===== src/rtl/core/rc_channel_normalizer_top_macros.svh =====
// Assertion helpers for the RC channel normalizer.
// Define ASSERT_OFF to compile the checks out.
`ifndef RC_CHANNEL_NORMALIZER_TOP_MACROS_SVH
`define RC_CHANNEL_NORMALIZER_TOP_MACROS_SVH

`ifndef ASSERT_OFF

// Property must hold at every clock edge outside reset.
`define RCN_ASSERT(lbl, clk, rstn, prop, msg) \
    lbl: assert property (@(posedge clk) disable iff (!rstn) (prop)) else $error(msg);

// Same-cycle implication.
`define RCN_ASSERT_IMPL(lbl, clk, rstn, ante, cons, msg) \
    lbl: assert property (@(posedge clk) disable iff (!rstn) (ante) |-> (cons)) else $error(msg);

// Next-cycle implication.
`define RCN_ASSERT_NEXT(lbl, clk, rstn, ante, cons, msg) \
    lbl: assert property (@(posedge clk) disable iff (!rstn) (ante) |=> (cons)) else $error(msg);

`else

`define RCN_ASSERT(lbl, clk, rstn, prop, msg)
`define RCN_ASSERT_IMPL(lbl, clk, rstn, ante, cons, msg)
`define RCN_ASSERT_NEXT(lbl, clk, rstn, ante, cons, msg)

`endif

`endif


===== src/rtl/core/rcn_pkg.sv =====
package rcn_pkg;

    // channel numbering
    localparam int unsigned CHANNELS = 18;
    localparam int unsigned REV_BITS = 18;

    // calibration limits
    localparam logic [11:0] RAW_CAP = 12'd4000;
    localparam logic [6:0]  PCT_CAP = 7'd100;

    // divider: 15 quotient bits, q = num * 2^15 / den with num < den
    localparam int unsigned DIV_STEPS = 15;
    localparam logic [15:0] Q_FULL_SCALE = 16'd32768;
    localparam logic [16:0] Q_HALF_SCALE = 17'd16384;
    localparam logic [22:0] PCT_SCALE    = 23'd100;

    // input action codes
    localparam logic ACT_SAMPLE = 1'b0;
    localparam logic ACT_TICK   = 1'b1;

    // config register indexes
    localparam logic [2:0] CFG_MIN_RAW   = 3'd0;
    localparam logic [2:0] CFG_MAX_RAW   = 3'd1;
    localparam logic [2:0] CFG_DEAD_ZONE = 3'd2;
    localparam logic [2:0] CFG_REV_MASK  = 3'd3;
    localparam logic [2:0] CFG_TIMEOUT   = 3'd4;

    // config reset values
    localparam logic [11:0] RST_MIN_RAW   = 12'd240;
    localparam logic [11:0] RST_MAX_RAW   = 12'd1807;
    localparam logic [6:0]  RST_DEAD_ZONE = 7'd5;
    localparam logic [17:0] RST_REV_MASK  = 18'd0;
    localparam logic [15:0] RST_TIMEOUT   = 16'd100;
    localparam logic [7:0]  RST_RSSI      = 8'd255;

    // how the back end gets the quotient
    localparam logic [1:0] OP_ZERO  = 2'd0;  // raw at or below min
    localparam logic [1:0] OP_FULL  = 2'd1;  // raw at or above max
    localparam logic [1:0] OP_DIV   = 2'd2;  // raw inside the span
    localparam logic [1:0] OP_EMPTY = 2'd3;  // max not above min

    typedef struct packed {
        logic        norm;     // carries a channel value
        logic [1:0]  op;
        logic [4:0]  ch;
        logic [11:0] num;      // raw - min
        logic [11:0] den;      // max - min
        logic        rev;
        logic [6:0]  pct;
        logic        link_ok;
        logic [7:0]  rssi;
        logic [4:0]  count;
    } t_job;

endpackage


===== src/rtl/core/rcn_front.sv =====
`include "rc_channel_normalizer_top_macros.svh"

module rcn_front (
    input  logic                i_clk,
    input  logic                i_rst_n,
    input  logic                i_cfg_valid,
    input  logic [2:0]          i_cfg_index,
    input  logic [17:0]         i_cfg_data,
    input  logic                i_in_valid,
    input  logic                i_action,
    input  logic [4:0]          i_channel_index,
    input  logic [11:0]         i_raw_value,
    input  logic [7:0]          i_rssi_in,
    input  logic                i_signal_available,
    input  logic                i_last_of_frame,
    input  logic                i_queue_full,
    output logic                o_in_ready,
    output logic                o_push,
    output rcn_pkg::t_job       o_job
);

    logic [11:0] r_min_raw;
    logic [11:0] r_max_raw;
    logic [6:0]  r_dead_zone;
    logic [17:0] r_rev_mask;
    logic [15:0] r_timeout;

    logic [15:0] r_silence, n_silence;
    logic        r_link, n_link;
    logic [7:0]  r_rssi, n_rssi;
    logic [4:0]  r_count, n_count;

    logic        accept;
    logic [11:0] lo, hi;
    logic [6:0]  pct;
    logic [15:0] sil_inc;
    logic [5:0]  ch_p1;
    logic [31:0] mask_ext;
    logic        ch_ok;

    assign o_in_ready = !i_queue_full;
    assign accept     = i_in_valid && !i_queue_full;
    assign o_push     = accept;

    always_comb begin
        lo       = (r_min_raw > rcn_pkg::RAW_CAP) ? rcn_pkg::RAW_CAP : r_min_raw;
        hi       = (r_max_raw > rcn_pkg::RAW_CAP) ? rcn_pkg::RAW_CAP : r_max_raw;
        pct      = (r_dead_zone > rcn_pkg::PCT_CAP) ? rcn_pkg::PCT_CAP : r_dead_zone;
        sil_inc  = (r_silence == '1) ? r_silence : r_silence + 16'd1;
        ch_p1    = {1'b0, i_channel_index} + 6'd1;
        mask_ext = {{(32 - rcn_pkg::REV_BITS){1'b0}}, r_rev_mask};
        ch_ok    = {1'b0, i_channel_index} < 6'(rcn_pkg::CHANNELS);

        n_silence = r_silence;
        n_link    = r_link;
        n_rssi    = r_rssi;
        n_count   = r_count;
        priority if (i_action == rcn_pkg::ACT_TICK) begin
            n_silence = sil_inc;
            if (sil_inc > r_timeout) begin
                n_link = 1'b0;
            end
        end else if (i_signal_available) begin
            n_link    = 1'b1;
            n_silence = '0;
            n_rssi    = i_rssi_in;
            if (i_last_of_frame) begin
                n_count = (ch_p1 > 6'(rcn_pkg::CHANNELS)) ?
                          5'(rcn_pkg::CHANNELS) : ch_p1[4:0];
            end
        end

        o_job.norm    = (i_action == rcn_pkg::ACT_SAMPLE) && i_signal_available && ch_ok;
        o_job.ch      = i_channel_index;
        o_job.num     = i_raw_value - lo;
        o_job.den     = hi - lo;
        o_job.rev     = mask_ext[i_channel_index];
        o_job.pct     = pct;
        o_job.link_ok = n_link;
        o_job.rssi    = n_rssi;
        o_job.count   = n_count;
        priority if (hi <= lo) begin
            o_job.op = rcn_pkg::OP_EMPTY;
        end else if (i_raw_value <= lo) begin
            o_job.op = rcn_pkg::OP_ZERO;
        end else if (i_raw_value >= hi) begin
            o_job.op = rcn_pkg::OP_FULL;
        end else begin
            o_job.op = rcn_pkg::OP_DIV;
        end
    end

    always_ff @(posedge i_clk) begin
        if (!i_rst_n) begin
            r_min_raw   <= rcn_pkg::RST_MIN_RAW;
            r_max_raw   <= rcn_pkg::RST_MAX_RAW;
            r_dead_zone <= rcn_pkg::RST_DEAD_ZONE;
            r_rev_mask  <= rcn_pkg::RST_REV_MASK;
            r_timeout   <= rcn_pkg::RST_TIMEOUT;
        end else if (i_cfg_valid) begin
            unique case (i_cfg_index)
                rcn_pkg::CFG_MIN_RAW:   r_min_raw   <= i_cfg_data[11:0];
                rcn_pkg::CFG_MAX_RAW:   r_max_raw   <= i_cfg_data[11:0];
                rcn_pkg::CFG_DEAD_ZONE: r_dead_zone <= i_cfg_data[6:0];
                rcn_pkg::CFG_REV_MASK:  r_rev_mask  <= i_cfg_data;
                rcn_pkg::CFG_TIMEOUT:   r_timeout   <= i_cfg_data[15:0];
                default: begin
                end
            endcase
        end
    end

    always_ff @(posedge i_clk) begin
        if (!i_rst_n) begin
            r_silence <= '0;
            r_link    <= 1'b0;
            r_rssi    <= rcn_pkg::RST_RSSI;
            r_count   <= '0;
        end else if (accept) begin
            r_silence <= n_silence;
            r_link    <= n_link;
            r_rssi    <= n_rssi;
            r_count   <= n_count;
        end
    end

    // a tick always leaves a nonzero silence count behind
    `RCN_ASSERT_NEXT(a_tick_counts, i_clk, i_rst_n, accept && i_action == rcn_pkg::ACT_TICK, r_silence != 16'd0, "tick did not advance silence count")

endmodule


===== src/rtl/core/rcn_queue.sv =====
`include "rc_channel_normalizer_top_macros.svh"

module rcn_queue #(
    parameter int unsigned DEPTH = 2
) (
    input  logic           i_clk,
    input  logic           i_rst_n,
    input  logic           i_push,
    input  rcn_pkg::t_job  i_job,
    input  logic           i_pop,
    output logic           o_full,
    output logic           o_empty,
    output rcn_pkg::t_job  o_job
);

    localparam int unsigned PTR_W = $clog2(DEPTH);
    localparam int unsigned CNT_W = $clog2(DEPTH + 1);

    rcn_pkg::t_job    r_mem [DEPTH];
    logic [PTR_W-1:0] r_wr_ptr;
    logic [PTR_W-1:0] r_rd_ptr;
    logic [CNT_W-1:0] r_count;

    assign o_full  = (r_count == CNT_W'(DEPTH));
    assign o_empty = (r_count == '0);
    assign o_job   = r_mem[r_rd_ptr];

    always_ff @(posedge i_clk) begin
        if (i_push) begin
            r_mem[r_wr_ptr] <= i_job;
        end
    end

    always_ff @(posedge i_clk) begin
        if (!i_rst_n) begin
            r_wr_ptr <= '0;
            r_rd_ptr <= '0;
            r_count  <= '0;
        end else begin
            if (i_push) begin
                r_wr_ptr <= (r_wr_ptr == PTR_W'(DEPTH - 1)) ? '0 : r_wr_ptr + 1'b1;
            end
            if (i_pop) begin
                r_rd_ptr <= (r_rd_ptr == PTR_W'(DEPTH - 1)) ? '0 : r_rd_ptr + 1'b1;
            end
            if (i_push && !i_pop) begin
                r_count <= r_count + 1'b1;
            end else if (i_pop && !i_push) begin
                r_count <= r_count - 1'b1;
            end
        end
    end

    `RCN_ASSERT(a_no_overflow, i_clk, i_rst_n, !(i_push && o_full), "push into full queue")
    `RCN_ASSERT(a_no_underflow, i_clk, i_rst_n, !(i_pop && o_empty), "pop from empty queue")

endmodule


===== src/rtl/core/rcn_back.sv =====
`include "rc_channel_normalizer_top_macros.svh"

module rcn_back (
    input  logic                 i_clk,
    input  logic                 i_rst_n,
    input  logic                 i_job_valid,
    input  rcn_pkg::t_job        i_job,
    output logic                 o_pop,
    input  logic                 i_out_ready,
    output logic                 o_out_valid,
    output logic                 o_valid_res,
    output logic [4:0]           o_channel_out,
    output logic signed [15:0]   o_normalized,
    output logic                 o_in_dead_zone,
    output logic                 o_link_ok,
    output logic [7:0]           o_rssi_out,
    output logic [4:0]           o_channel_count
);

    localparam logic [1:0] S_IDLE = 2'd0;
    localparam logic [1:0] S_DIV  = 2'd1;
    localparam logic [1:0] S_NORM = 2'd2;
    localparam logic [1:0] S_DONE = 2'd3;

    logic [1:0]    r_state;
    rcn_pkg::t_job r_job;
    logic [11:0]   r_rem;
    logic [15:0]   r_q;
    logic [3:0]    r_cnt;
    logic [15:0]   r_norm;

    logic          r_out_valid;
    logic          r_valid_res;
    logic [4:0]    r_channel_out;
    logic [15:0]   r_normalized;
    logic          r_in_dead_zone;
    logic          r_link_ok;
    logic [7:0]    r_rssi_out;
    logic [4:0]    r_channel_count;

    logic [12:0]   rem2;
    logic          rem_ge;
    logic [15:0]   mag;
    logic [22:0]   mag_x100;
    logic [22:0]   dz_limit;
    logic          dz_hit;
    logic          load_out;

    assign o_pop    = (r_state == S_IDLE) && i_job_valid;
    assign load_out = (r_state == S_DONE) && (!r_out_valid || i_out_ready);

    always_comb begin
        rem2     = {r_rem, 1'b0};
        rem_ge   = rem2 >= {1'b0, r_job.den};
        mag      = r_norm[15] ? (~r_norm + 16'd1) : r_norm;
        mag_x100 = 23'(mag) * rcn_pkg::PCT_SCALE;
        dz_limit = {2'b00, r_job.pct, 14'd0};
        dz_hit   = mag_x100 <= dz_limit;
    end

    always_ff @(posedge i_clk) begin
        if (!i_rst_n) begin
            r_state <= S_IDLE;
        end else begin
            unique case (r_state)
                S_IDLE: begin
                    if (i_job_valid) begin
                        r_job <= i_job;
                        r_rem <= i_job.num;
                        r_cnt <= '0;
                        r_q   <= (i_job.op == rcn_pkg::OP_FULL) ? rcn_pkg::Q_FULL_SCALE : '0;
                        priority if (!i_job.norm) begin
                            r_state <= S_DONE;
                        end else if (i_job.op == rcn_pkg::OP_DIV) begin
                            r_state <= S_DIV;
                        end else begin
                            r_state <= S_NORM;
                        end
                    end
                end
                S_DIV: begin
                    // restoring divide, one quotient bit per cycle
                    r_rem <= rem_ge ? 12'(rem2 - {1'b0, r_job.den}) : rem2[11:0];
                    r_q   <= {r_q[14:0], rem_ge};
                    r_cnt <= r_cnt + 4'd1;
                    if (r_cnt == 4'(rcn_pkg::DIV_STEPS - 1)) begin
                        r_state <= S_NORM;
                    end
                end
                S_NORM: begin
                    priority if (r_job.op == rcn_pkg::OP_EMPTY) begin
                        r_norm <= '0;
                    end else if (r_job.rev) begin
                        r_norm <= 16'(rcn_pkg::Q_HALF_SCALE - {1'b0, r_q});
                    end else begin
                        r_norm <= 16'({1'b0, r_q} - rcn_pkg::Q_HALF_SCALE);
                    end
                    r_state <= S_DONE;
                end
                S_DONE: begin
                    if (load_out) begin
                        r_state <= S_IDLE;
                    end
                end
                default: begin
                    r_state <= S_IDLE;
                end
            endcase
        end
    end

    always_ff @(posedge i_clk) begin
        if (!i_rst_n) begin
            r_out_valid <= 1'b0;
        end else if (load_out) begin
            r_out_valid <= 1'b1;
        end else if (i_out_ready) begin
            r_out_valid <= 1'b0;
        end
    end

    always_ff @(posedge i_clk) begin
        if (load_out) begin
            r_valid_res     <= r_job.norm;
            r_channel_out   <= r_job.norm ? r_job.ch : '0;
            r_normalized    <= r_job.norm ? r_norm : '0;
            r_in_dead_zone  <= r_job.norm && dz_hit;
            r_link_ok       <= r_job.link_ok;
            r_rssi_out      <= r_job.rssi;
            r_channel_count <= r_job.count;
        end
    end

    assign o_out_valid     = r_out_valid;
    assign o_valid_res     = r_valid_res;
    assign o_channel_out   = r_channel_out;
    assign o_normalized    = $signed(r_normalized);
    assign o_in_dead_zone  = r_in_dead_zone;
    assign o_link_ok       = r_link_ok;
    assign o_rssi_out      = r_rssi_out;
    assign o_channel_count = r_channel_count;

    `RCN_ASSERT_IMPL(a_rem_below_den, i_clk, i_rst_n, r_state == S_DIV, r_rem < r_job.den, "divider remainder out of range")
    `RCN_ASSERT_IMPL(a_norm_range, i_clk, i_rst_n, o_out_valid && o_valid_res, o_normalized <= 16'sd16384 && o_normalized >= -16'sd16384, "normalized value out of range")
    `RCN_ASSERT_NEXT(a_pop_leaves_idle, i_clk, i_rst_n, o_pop, r_state != S_IDLE, "job taken but back end stayed idle")

endmodule


===== src/rtl/core/rc_channel_normalizer_top.sv =====
// RC channel normalizer. Every transaction on the input channel is either a
// decoded channel sample or one time tick, and yields exactly one result
// transaction, in order. A sample with signal available is calibrated against
// min_raw/max_raw (both capped at 4000), clamped, optionally reversed per the
// channel's bit in reverse_mask and mapped to a signed Q2.14 value in
// -16384..16384; in_dead_zone flags a magnitude within dead_zone_pct percent
// (capped at 100). Ticks, samples without signal and samples on channels at or
// above CHANNELS give valid_res = 0 with zero value fields; link_ok, rssi_out
// and channel_count always show the link state right after that transaction.
// The link drops when the saturating silence counter passes
// loss_timeout_ticks. Timing: the front end takes one transaction per cycle
// while the queue is not full into a QUEUE_DEPTH-entry queue (range 2 and
// up) and updates link state at once. The back end runs a restoring
// divider that makes one quotient bit per cycle, so a sample whose raw
// value lies strictly inside the span goes through the idle, divide,
// normalize and done states; a sample clamped to an end or with an empty
// span skips the divide, and any other transaction goes from idle straight
// to done. A result waits in an output register while the back end starts
// on the next queued job.
// Configuration writes are always taken (o_cfg_ready is tied high); indexes
// 0..4 select min_raw, max_raw, dead_zone_pct, reverse_mask and
// loss_timeout_ticks, other indexes are ignored. Write them only while the
// block is idle. Reset (i_rst_n low, synchronous) restores 240, 1807, 5, 0
// and 100, clears the link and sets the latched RSSI to 255.
module rc_channel_normalizer_top #(
    parameter int unsigned QUEUE_DEPTH = 2
) (
    input  logic                i_clk,
    input  logic                i_rst_n,

    // configuration write channel
    input  logic                i_cfg_valid,
    output logic                o_cfg_ready,
    input  logic [2:0]          i_cfg_index,
    input  logic [17:0]         i_cfg_data,

    // input channel
    input  logic                i_in_valid,
    output logic                o_in_ready,
    input  logic                i_action,
    input  logic [4:0]          i_channel_index,
    input  logic [11:0]         i_raw_value,
    input  logic [7:0]          i_rssi_in,
    input  logic                i_signal_available,
    input  logic                i_last_of_frame,

    // result channel
    output logic                o_out_valid,
    input  logic                i_out_ready,
    output logic                o_valid_res,
    output logic [4:0]          o_channel_out,
    output logic signed [15:0]  o_normalized,
    output logic                o_in_dead_zone,
    output logic                o_link_ok,
    output logic [7:0]          o_rssi_out,
    output logic [4:0]          o_channel_count
);

    rcn_pkg::t_job push_job;
    rcn_pkg::t_job head_job;
    logic          push;
    logic          pop;
    logic          q_full;
    logic          q_empty;

    assign o_cfg_ready = 1'b1;

    // front end: config registers, link state, sample classification
    rcn_front u_front (
        .i_clk              (i_clk),
        .i_rst_n            (i_rst_n),
        .i_cfg_valid        (i_cfg_valid),
        .i_cfg_index        (i_cfg_index),
        .i_cfg_data         (i_cfg_data),
        .i_in_valid         (i_in_valid),
        .i_action           (i_action),
        .i_channel_index    (i_channel_index),
        .i_raw_value        (i_raw_value),
        .i_rssi_in          (i_rssi_in),
        .i_signal_available (i_signal_available),
        .i_last_of_frame    (i_last_of_frame),
        .i_queue_full       (q_full),
        .o_in_ready         (o_in_ready),
        .o_push             (push),
        .o_job              (push_job)
    );

    // decouples intake from the multi-cycle divide
    rcn_queue #(
        .DEPTH (QUEUE_DEPTH)
    ) u_queue (
        .i_clk   (i_clk),
        .i_rst_n (i_rst_n),
        .i_push  (push),
        .i_job   (push_job),
        .i_pop   (pop),
        .o_full  (q_full),
        .o_empty (q_empty),
        .o_job   (head_job)
    );

    // back end: divider, Q2.14 mapping, dead zone, output register
    rcn_back u_back (
        .i_clk           (i_clk),
        .i_rst_n         (i_rst_n),
        .i_job_valid     (!q_empty),
        .i_job           (head_job),
        .o_pop           (pop),
        .i_out_ready     (i_out_ready),
        .o_out_valid     (o_out_valid),
        .o_valid_res     (o_valid_res),
        .o_channel_out   (o_channel_out),
        .o_normalized    (o_normalized),
        .o_in_dead_zone  (o_in_dead_zone),
        .o_link_ok       (o_link_ok),
        .o_rssi_out      (o_rssi_out),
        .o_channel_count (o_channel_count)
    );

endmodule


===== config.mk =====
export PLATFORM = sky130hd
export DESIGN_NAME = rc_channel_normalizer_top
export DESIGN_NICKNAME = d
export VERILOG_FILES = /design/src/rtl/core/rcn_pkg.sv /design/src/rtl/core/rcn_front.sv /design/src/rtl/core/rcn_queue.sv /design/src/rtl/core/rcn_back.sv /design/src/rtl/core/rc_channel_normalizer_top.sv
export VERILOG_INCLUDE_DIRS = /design/src /design/src/rtl/core
export SDC_FILE = /design/constraint.sdc
export NUM_CORES = 1
export LEC_CHECK = 0
export ABC_AREA = 0
export BUFFER_PORTS_ARGS = -buffer_cell sky130_fd_sc_hd__buf_2
export CORE_ASPECT_RATIO = 2
export CORE_MARGIN = 2
export CORE_UTILIZATION = 25
export DETAILED_ROUTE_END_ITERATION = 10
export PLACE_DENSITY = 0.47
export SLEW_MARGIN = 20
export SYNTH_ARGS = -nofsm -noshare
export SYNTH_HDL_FRONTEND = slang
export SYNTH_SLANG_ARGS = --single-unit

===== constraint.sdc =====
create_clock -name i_clk -period 17.1 [get_ports i_clk]
set_clock_uncertainty 0.1 [all_clocks]
set_input_delay 0 -clock i_clk [delete_from_list [all_inputs] [get_ports i_clk]]
set_output_delay 0 -clock i_clk [all_outputs]
set_load 0.005 [all_outputs]

==> impl_metrics.tcl <==
set metrics [dict create \
    relSlewSlack_pct 45.73 \
    r2r_cells 25 \
    clock_latency_ps 540 \
    period_minus_slack_ps 6402 \
    hpwl_um 33130 \
    tritoncts "yes" \
    initialDrtViolationCount 684 \
    grt_antenna_before_repair 2 \
    p_sw_mw 1.140 \
    synth-main-ff-cell "edfxtp_1" \
    grt-ovfl-total 0 \
    intPower_mw 2.028 \
    switching_share_pct 35.99 \
    rsz0062_at_grt "false" \
    cts_buffers 35 \
    cts.clk_slew.worst_paths_ps 60 \
    ir_drop_v 0.00006632 \
    layout_commonest_cell "edfxtp_1" \
    synthArstFlopShare_pct 0 \
    postLayoutCellArea_mm2 0.02079 \
    dr_total_vias 12220 \
    cp_max_fo 6 \
    place_inst 2616 \
    synth_enable_flop_cells 235 \
    cts_setup_buffers 0 \
    syn_area_per_cell_um2 10.66 \
    io_pins 94 \
    holdPathStages 5 \
    final_nets 1993 \
    period_share_pct 37.44 \
    synth_nets 1868 \
    globalplace.congestion 0.8555 \
    cts_root_buffer "clkbuf_16" \
    yosys_register_bits 338 \
    status "finished, final reports clean" \
    layout.cells.non_filler 2725 \
    drive_above_1_share_pct 12.89 \
    fill_cells 7229 \
    die_w_um 192.5 \
    grt_pass1_wl_um 68140 \
    place_ws_ps 10600 \
    place_area_mm2 0.01921 \
    timing.rr.start "u_back.r_norm[3]$_SDFFCE_PN0P_" \
    synthesis.instances 1666 \
    min_from "i_raw_value[5]" \
    r2r_slack_ps 10700 \
    clkPwrFrac_pct 23.6 \
    startpoint_type "flop" \
    drt_wl_total_um 43390 \
    ctsLongestPathBuffers 3 \
    holdWs_ps 24.15 \
    ys_seq_area_share_pct 51.34 \
    pwr-share-comb_pct 40.7 \
    critPathSlowestCell "or4_1" \
    fmax_ghz 0.1562 \
    setup_viol 0 \
    diodes 0 \
    grt_usage_pct 11.91 \
    tightest_slew_ps 803.1 \
    cp_num_buf_inv 2 \
    cpPeakStageDelay_ps 580 \
    power.sequential.fraction_pct 35.7 \
    yosys_warnings 0 \
    area_delta_synth_final_pct 17.07 \
    hold_viol_final 0 \
    worst_setup_path_end_kind "flop" \
    slew_viol_final 0 \
    hold_end "u_queue.r_mem[0][40]$_DFFE_PP_" \
    dr.pass1.iters 5 \
    htreeDepth 2 \
    reg2reg_to "u_back.o_in_dead_zone$_DFFE_PP_" \
    critical_path_class "reg -> reg" \
    ys_types 66 \
    die_area_mm2 0.07332 \
    cp.required_ps 17380 \
    routedWlPerCell_um 15.92 \
    power_density_mw_per_mm2 152.3 \
    drv_cap 0 \
    leakage_nw 8.044 \
    syn_area_mm2 0.01776 \
    ant_nets 0 \
    io_buffers 92 \
    setup-tns-final_ps 0 \
    die-height_um 380.9 \
    min_path_type "in -> reg" \
    grt_start_max_net_pins 71 \
    ctsResizeCount 0 \
    worstPathArrival_ps 6680 \
    drc_errors 0 \
    first_global_vias 12650 \
    mostFrequentLayoutCells "edfxtp_1, nand2_1, inv_1" \
    crit_top_cell "ha_1" \
    core_area_mm2 0.07062 \
    cp_top_family "simple AND/OR/NAND/NOR gates" \
    vias_per_cell 4.486 \
    fin_ws_ps 10700 \
    start_util_pct 25.15 \
    rows 138 \
    cts.sinks 338 \
]
## worst max path at each step
stage                                       to  cells past startpoint                      startpoint  slack, ps
2_1_floorplan  u_back.o_in_dead_zone$_DFFE_PP_                     26  u_back.r_norm[3]$_SDFFCE_PN0P_      11510
3_3_place_gp   u_back.o_in_dead_zone$_DFFE_PP_                     26  u_back.r_norm[3]$_SDFFCE_PN0P_      10700
3_5_place_dp   u_back.o_in_dead_zone$_DFFE_PP_                     25  u_back.r_norm[3]$_SDFFCE_PN0P_      10600
4_1_cts        u_back.o_in_dead_zone$_DFFE_PP_                     25  u_back.r_norm[3]$_SDFFCE_PN0P_      10620
5_1_grt        u_back.o_in_dead_zone$_DFFE_PP_                     25  u_back.r_norm[3]$_SDFFCE_PN0P_      10110
6_report       u_back.o_in_dead_zone$_DFFE_PP_                     25  u_back.r_norm[3]$_SDFFCE_PN0P_      10700
## flip-flops by register name (all words and copies together), names as in the netlist, 5 cells and up, named ones only
name                    count
u_back.r_job               35
u_back.r_q                 16
u_back.o_normalized        16
u_back.o_channel_out        5
u_back.o_channel_count      5
u_front.r_rev_mask         18
u_queue.r_mem             108
u_front.r_silence          16
u_front.r_count             5
u_back.o_rssi_out           8
u_front.r_timeout          16
u_back.r_norm              16
u_back.dz_limit             7
u_back.r_rem               12
u_front.r_max_raw          12
u_front.r_min_raw          12
u_front.r_dead_zone         7
u_front.r_rssi              8
## power by group through the flow
stage | registers, mW | clock network [mW] | logic [mW]
global placement | 1.15 | 0 | 1.27
global route | 1.15 | 0.803 | 1.46
floorplan | 1.12 | 0 | 0.988
CTS | 1.13 | 0.778 | 1.31
finish | 1.13 | 0.749 | 1.29
detailed placement | 1.15 | 0 | 1.29
## timing repair
action / 4_1_cts / 5_1_grt
endpoints found under the hold margin: 149 / 0
hold buffers: 48 / 0
setup endpoints to repair: 0 / 0
## area by class of cell
| class | instances | area (um^2) | share of cell area, % |
|---|---|---|---|
| clock inverters | 18 | 167.7 | 0.8064 |
| clock buffers | 43 | 937.1 | 4.507 |
| flip-flops and latches | 338 | 9120 | 43.86 |
| repair buffers | 150 | 1016 | 4.886 |
| well taps | 910 | 1139 | 5.476 |
| multi-input cells | 1129 | 7899 | 37.99 |
| inverters | 137 | 514.2 | 2.473 |
## stage by stage
step / util (%) / power [mW]
final: 29.44 / 3.168
after global routing: 29.44 / 3.413
after CTS: 29.44 / 3.221
after detailed placement: 27.20 / 2.441
after global placement: 27.20 / 2.415
after floorplan: - / 2.107
## cells in the mapped netlist, drive strengths merged (12+ instances only)
cell type  number  area share, %
edfxtp        235             40
nand2         223            4.7
inv           137            2.9
ha            134            9.4
a21oi         115            3.2
dfxtp         103             12
nor2           93            2.0
clkbuf         54            1.1
mux2           52            3.3
and2           49            1.7
o21ai          48            1.4
xnor2          46            2.3
nand3          43            1.2
xor2           37            1.8
nor2b          32            1.1
a21o           19           0.80
nor3           18           0.51
nand4          16           0.60
mux2i          15           0.85
fa             14            1.6
o31ai          14           0.59
o211ai         13           0.55
a211oi         12           0.51
o21a           12           0.51
## cell families (layout without fill, tap and decap cells)
kind of cell             Yosys count  in the layout  synth area share (%)
XOR/XNOR                          83             83                 4.093
AND/OR/NAND/NOR                  531            531                 14.10
buffers and inverters            199            348                 4.339
multiplexers                      72             72                 4.776
adder cells (fa/ha/maj)          148            148                 11.02
AO/OA/AOI/OAI                    294            294                 10.31
other                              1              1               0.02111
flip-flops                       338            338                 51.34
## tightest hold or removal path, delay by kind of cell
kind / cells / cell delay, ps
buf+inv: 2 / 160
fa+ha+maj: 1 / 140
xor+xnor: 1 / 100
simple gates: 1 / 70
## routing by layer
layer	global-route usage, %	share of wire (%)
met5	0	0
met4	5.146	3.8
met2	23.59	56
met3	1.446	2.8
met1	12.12	38
No activity file was read; power rests on OpenSTA's default activity.
